**src/rtl/gha_pkg.sv**
```systemverilog
// ----------------------------------------------------------------------------
// gha_pkg
// Shared types and constants of the generational handle allocator.
// ----------------------------------------------------------------------------
package gha_pkg;

    localparam int MAX_SLOTS   = 1024;
    localparam int GEN_BITS    = 16;
    localparam int DEFER_DEPTH = 16;
    localparam int IDX_BITS    = $clog2(MAX_SLOTS);
    localparam int CNT_BITS    = $clog2(MAX_SLOTS + 1);
    localparam int QIDX_BITS   = (DEFER_DEPTH > 1) ? $clog2(DEFER_DEPTH) : 1;
    localparam int QCNT_BITS   = $clog2(DEFER_DEPTH + 1);

    typedef enum logic [1:0] {
        FUNC_CREATE  = 2'd0,
        FUNC_DESTROY = 2'd1,
        FUNC_QUERY   = 2'd2,
        FUNC_FLUSH   = 2'd3
    } func_t;

    typedef enum logic [2:0] {
        ST_OK       = 3'd0,
        ST_DEAD     = 3'd1,
        ST_DEFERRED = 3'd2,
        ST_FULL     = 3'd3,
        ST_QFULL    = 3'd4
    } status_t;

    // Command passed from front to back.
    typedef struct packed {
        func_t                func;
        logic [IDX_BITS-1:0]  index;
        logic [GEN_BITS-1:0]  generation;
        logic                 iterating;
    } cmd_t;

    // One result transaction.
    typedef struct packed {
        status_t              status;
        logic                 is_alive;
        logic [IDX_BITS-1:0]  index;
        logic [GEN_BITS-1:0]  generation;
        logic [CNT_BITS-1:0]  live_count;
        logic                 last;
    } result_t;

    typedef enum logic [2:0] {
        BK_IDLE,
        BK_READ,
        BK_EXEC,
        BK_FLUSH_RD,
        BK_FLUSH_EX,
        BK_OUT
    } bk_state_t;

endpackage

```
**src/rtl/gha_front.sv**
```systemverilog
// ----------------------------------------------------------------------------
// gha_front
// Input slice and two-entry command queue feeding the execution engine.
// ----------------------------------------------------------------------------
module gha_front
    import gha_pkg::*;
(
    input  logic  clk,
    input  logic  rst_n,
    input  logic  in_valid,
    output logic  in_ready,
    input  cmd_t  in_cmd,
    output logic  cmd_valid,
    input  logic  cmd_ready,
    output cmd_t  cmd
);

    cmd_t       q_reg [2];
    logic       rd_ptr_reg, rd_ptr_next;
    logic       wr_ptr_reg, wr_ptr_next;
    logic [1:0] cnt_reg, cnt_next;
    logic       push, pop;

    assign in_ready  = (cnt_reg != 2'd2);
    assign cmd_valid = (cnt_reg != 2'd0);
    assign cmd       = q_reg[rd_ptr_reg];
    assign push      = in_valid && in_ready;
    assign pop       = cmd_valid && cmd_ready;

    always_comb
    begin
        rd_ptr_next = rd_ptr_reg ^ pop;
        wr_ptr_next = wr_ptr_reg ^ push;
        cnt_next    = cnt_reg + {1'b0, push} - {1'b0, pop};
    end

    always_ff @(posedge clk or negedge rst_n)
    begin
        if (!rst_n)
        begin
            rd_ptr_reg <= 1'b0;
            wr_ptr_reg <= 1'b0;
            cnt_reg    <= 2'd0;
        end
        else
        begin
            rd_ptr_reg <= rd_ptr_next;
            wr_ptr_reg <= wr_ptr_next;
            cnt_reg    <= cnt_next;
        end
    end

    always_ff @(posedge clk)
    begin
        if (push)
            q_reg[wr_ptr_reg] <= in_cmd;
    end

`ifndef NO_ASSERTIONS
    a_no_overflow: assert property (@(posedge clk) disable iff (!rst_n)
        cnt_reg == 2'd2 |-> !push) else $error("queue overflow");
    a_no_underflow: assert property (@(posedge clk) disable iff (!rst_n)
        cnt_reg == 2'd0 |-> !pop) else $error("queue underflow");
    a_count: assert property (@(posedge clk) disable iff (!rst_n)
        push && !pop && cnt_reg == 2'd1 |=> cnt_reg == 2'd2)
        else $error("count slip");
`endif

endmodule

```
**config.mk**
```make
export PLATFORM = sky130hd
export DESIGN_NAME = gha_front
export DESIGN_NICKNAME = d
export VERILOG_FILES = /design/src/rtl/gha_pkg.sv /design/src/rtl/gha_front.sv
export SDC_FILE = /design/constraint.sdc
export NUM_CORES = 1
export LEC_CHECK = 0
export BUFFER_PORTS_ARGS = -buffer_cell sky130_fd_sc_hd__buf_2
export CORE_UTILIZATION = 46
export DETAILED_ROUTE_END_ITERATION = 6
export PLACE_DENSITY = 0.78
export SLEW_MARGIN = 20
export SYNTH_ARGS = -nofsm -noshare
export SYNTH_HDL_FRONTEND = slang
export SYNTH_SLANG_ARGS = --single-unit
```
**constraint.sdc**
```tcl
create_clock -name clk -period 1.7 [get_ports clk]
set_input_delay 0.34 -clock clk [delete_from_list [all_inputs] [get_ports clk]]
set_output_delay 0.34 -clock clk [all_outputs]
set_load 0.01 [all_outputs]
```
Word level (Yosys, flattened, before mapping)
Memories as Yosys holds them, arrays and structs flattened.
Cells that the tools add are included.
{"block": "classes", "addsub": 2, "n_eq_ne": 1, "n_mux": 2, "bitwise_logic": 2, "n_reduce_logical": 3}
{"op": "adder 2 x 1 -> 2 bit", "n": 1}
{"op": "logical AND 1 bit", "n": 2}
{"op": "two-way mux 1 bit", "n": 2}
{"op": "inequality test 2 bit (second input constant)", "n": 1}
{"op": "nonzero test 2 bit", "n": 1}
{"op": "subtractor 2 x 1 -> 2 bit", "n": 1}
{"op": "XOR 1 bit", "n": 2}
{"block": "totals", "reg_bits": 4, "ram_bits": 58, "output_inout_bits": 31, "wordCells": 14, "memories": 1}
{"memory": "q_reg", "words": 2, "word_bits": 29, "read_ports": 1, "rd_clocked_by_memory_dff": 0, "wr": 1, "line": "gha_front.sv:18", "source": "cmd_t q_reg [2];"}

Logic depth before layout (Yosys ltp)
{"block": "depth", "word_depth": 4, "ltp_mapped": 5}

Worst setup path before layout
OpenSTA, ideal clock, no wires.
{"block": "synth_path", "kind": "reg2reg", "from": "reg cnt_reg[0]", "to": "mem q_reg[0][0] (netlist name) (enable)", "arrival_ps": 1495, "t_required_ps": 1311, "slack_ps": -183, "stages_incl_launch_ff": 4, "n_path_buf": 0, "period_less_slack_ps": 1883, "path_cell_list": "dfrtp_1 nand2b_1 and2_1 ha_1"}
{"block": "synth_between", "elab_chain_cells": 4}
{"item": "start: declaration", "line": "gha_front.sv:21", "source": "logic [1:0] cnt_reg, cnt_next;"}
{"item": "start signal: assignment", "line": "gha_front.sv:49", "source": "cnt_reg <= cnt_next;"}
{"item": "inequality test 2 bit", "line": "gha_front.sv:24", "source": "assign in_ready = (cnt_reg != 2'd2);"}
{"item": "via in_ready", "line": "gha_front.sv:11", "source": "output logic in_ready,"}
{"item": "logical AND 1 bit", "line": "gha_front.sv:27", "source": "assign push = in_valid && in_ready;"}
{"item": "two-way mux 1 bit", "line": "gha_front.sv:55", "source": "if (push)"}
{"item": "two-way mux 1 bit (implied by the code)", "line": "gha_front.sv:56", "source": "q_reg[wr_ptr_reg] <= in_cmd;"}
{"item": "end: declaration", "line": "gha_front.sv:18"}
The timed path passes the listed nets, and every way through them passes these cells.

==> run metrics <==
status finished with violations; failing checks setup timing; Distinct cells, synth 19; slew at the pin with the worst max-slew slack 0.238 ns; switching power 1490 uW; Total Die Area 5310 um^2; Max Fanout on Critical Path 14; via count of the first global-routing pass 1292; Final Routed Wirelength 4.16 mm; crit path buf inv count 2; launching element type of the critical path flip-flop; H-Tree Level Count 3; total power divided by cell area 1680 nW/um^2; cell count of the worst reg-to-reg path 4; aggregate negative setup slack -1.11 ns; global-route wire length before repair 5.93 mm; Iter 0 DRT Violations 64; number of synthesis warnings 0; synthesis-to-layout area growth 34.3%; critical path capture point type primary output; EDFF count, synth 58; Detailed Routing Iterations Pass 1 4; pin count of the biggest net entering global routing 30; flip-flop and latch count after synthesis 62; final clock period utilization by the worst path 103%; antenna diode instance count 0; clock sink count 62; detailed-route via count 1275; setup repair after global routing missed its margin true; number of max-slew violations in the final report 0; Routability Congestion 0.666; commonest register cell after synthesis sky130_fd_sc_hd__edfxtp_1; commonest non-fill, non-tap cell in the layout sky130_fd_sc_hd__edfxtp_1; total leakage power 0.00121 uW; share of layout cells above drive strength 1 56.9%; reg-to-reg critical path endpoint q_reg[0][10]; delay-heaviest family, CP flip-flops; count of placed standard cells in the final layout, fillers left out 262; initial antenna violation count 0; post-detailed-route wirelength per cell 15.9 um; combinational share of power 38.4%; data arrival time of the critical path 1.42 ns; ordered list of cells on the worst path clkbuf_16, mux2_2, buf_6; hold violation total from the final report 0; cell count after synthesis 113; buffers from clock root to sink, at most 2; Clock Power Share 18.8%; async set-or-reset flop fraction in the synthesized netlist 6.45%; fmax 0.569 GHz; overall power of the completed layout 5210 uW; post-synthesis sequential area ratio 79.7%; Post-Route Skew 0.00595 ns; vias per cell 4.87; die span in x 72.9 um; Rel. slew slack 84.1%; GRT Resource Usage Total 16.4%; clock root cell sky130_fd_sc_hd__clkbuf_8; # rows 25; classification of the worst-slack hold path input pin to flip-flop; max FFs per register 58; hold path startpoint in_cmd[4]; IR Drop Worst-Case VDD 0.000853 V; number of cells traversed by the worst hold path 1; Top-Level Pins 64; leading cell types in the layout, fill and taps excluded sky130_fd_sc_hd__edfxtp_1, sky130_fd_sc_hd__buf_2, sky130_fd_sc_hd__mux2_2; remaining design rule violation count 0; share of power burned in registers 42.9%; average cell area after synthesis 20.5 um^2; max-cap check violation count 0; global-route congestion overflow total 0; cell internal pwr 3710 uW; flop-to-flop setup slack 0.24 ns; CTS tree built; area of all placed cells without fillers 3100 um^2; effective utilization at floorplan 48.3%; fraction of power spent switching nets 28.7%; chip height 72.9 um; placed cells 244; cell area after placement 2770 um^2; crit path kind flip-flop to primary output; Clock Pin Slew Worst Setup and Hold Paths 0.06 ns; HPWL after detailed placement 2.62 mm; Num CTS Buffers 9; final setup violating endpoints 29; Core Region 4790 um^2; slowest stage delay, CP 0.42 ns; Final Core Density 64.9%; cell type of the slowest stage on the worst timing path sky130_fd_sc_hd__dfrtp_2; cell area after technology mapping 2310 um^2; number of nets produced by synthesis 148; insertion delay to the later sink of the worst-skew pair 0.32 ns; Endpoint, Worst Hold q_reg[1][4]; number of nets in the finished design 226; count of buffers from port buffering 63; number of routed nets with antenna violations 0; setup ws final -0.0587 ns; minimum period implied by the final worst setup slack 1.76 ns; beginning of the worst register-to-register path cnt_reg[0]; worst endpoint required time 1.36 ns
==> Yosys cell counts (2+ instances only) <==
| cell type | instances | area, um^2 |
|---|---|---|
| sky130_fd_sc_hd__buf_2 | 3 | 15.0 |
| sky130_fd_sc_hd__dfrtp_1 | 4 | 100 |
| sky130_fd_sc_hd__edfxtp_1 | 58 | 1740 |
| sky130_fd_sc_hd__ha_1 | 2 | 25.0 |
| sky130_fd_sc_hd__inv_1 | 2 | 7.51 |
| sky130_fd_sc_hd__mux2_2 | 29 | 327 |
| sky130_fd_sc_hd__nor2_1 | 2 | 7.51 |
| sky130_fd_sc_hd__xnor2_1 | 2 | 17.5 |
==> power groups by stage <==
stage	clock, uW	combinational, uW	sequential, uW
after floorplan	0	976	2200
after global placement	0	1530	2210
after detailed placement	0	1580	2250
after CTS	1010	1590	2220
after global routing	1070	2140	2260
final	976	2000	2230
==> worst reg2reg max path: stages (launching register included) <==
cell and delay, ns:
sky130_fd_sc_hd__dfrtp_1 0.44, sky130_fd_sc_hd__nand2b_1 0.18, sky130_fd_sc_hd__and2_1 0.14, sky130_fd_sc_hd__ha_2 0.20, sky130_fd_sc_hd__buf_4 0.20
==> worst max-delay path by stage <==
stage | start | to | slack (ns) | cells past startpoint
after global routing | rd_ptr_reg | cmd[26] | -0.11 | 3
after detailed placement | cnt_reg[0] | q_reg[0][11] | 0.24 | 4
after CTS | rd_ptr_reg | cmd[16] | -0.12 | 3
after global placement | rd_ptr_reg | cmd[21] | 0.26 | 3
after floorplan | cnt_reg[0] | q_reg[0][0] | 0.1 | 3
final | rd_ptr_reg | cmd[26] | -0.06 | 3
==> cells by family after synthesis <==
kind of cell	synth area share (%)
mux	14.1
flops	79.7
xor+xnor	0.758
simple gates	2.06
compound gates	1.35
buf+inv	0.974
fa+ha+maj	1.08
==> stage by stage <==
step | setup slack, ns | hold WS, ns
floorplan | 0.0968 | 0.0444
global placement | 0.265 | 0.146
detailed placement | 0.241 | 0.154
CTS | -0.117 | 0.182
global route | -0.110 | 0.177
finish | -0.0587 | 0.201
==> area by class of cell <==
cell class                 count  area, um^2
clock buffer                  11         131
clock inverter                 4        15.0
timing repair buffer          70         538
tap                           67        83.8
sequential                    62        1840
inverter                       2        7.51
fill                         346        1680
multi-input combinational     46         485
==> what timing repair did <==
item                       CTS  global route
gates resized for setup      0            28
gates cloned                 0             1
buffers inserted             0             1
setup endpoints to repair   29            29
hold buffers                 1             0
hold endpoints to repair     4             0
==> routing by layer <==
| metal | global-route usage, % | part of all wire (%) |
|---|---|---|
| met5 | 0 | 0 |
| met4 | 10.0 | 3.0 |
| met3 | 6.91 | 4.8 |
| met2 | 28.2 | 54 |
| met1 | 16.5 | 39 |
Note: power is estimated with default switching activity, not from simulation.
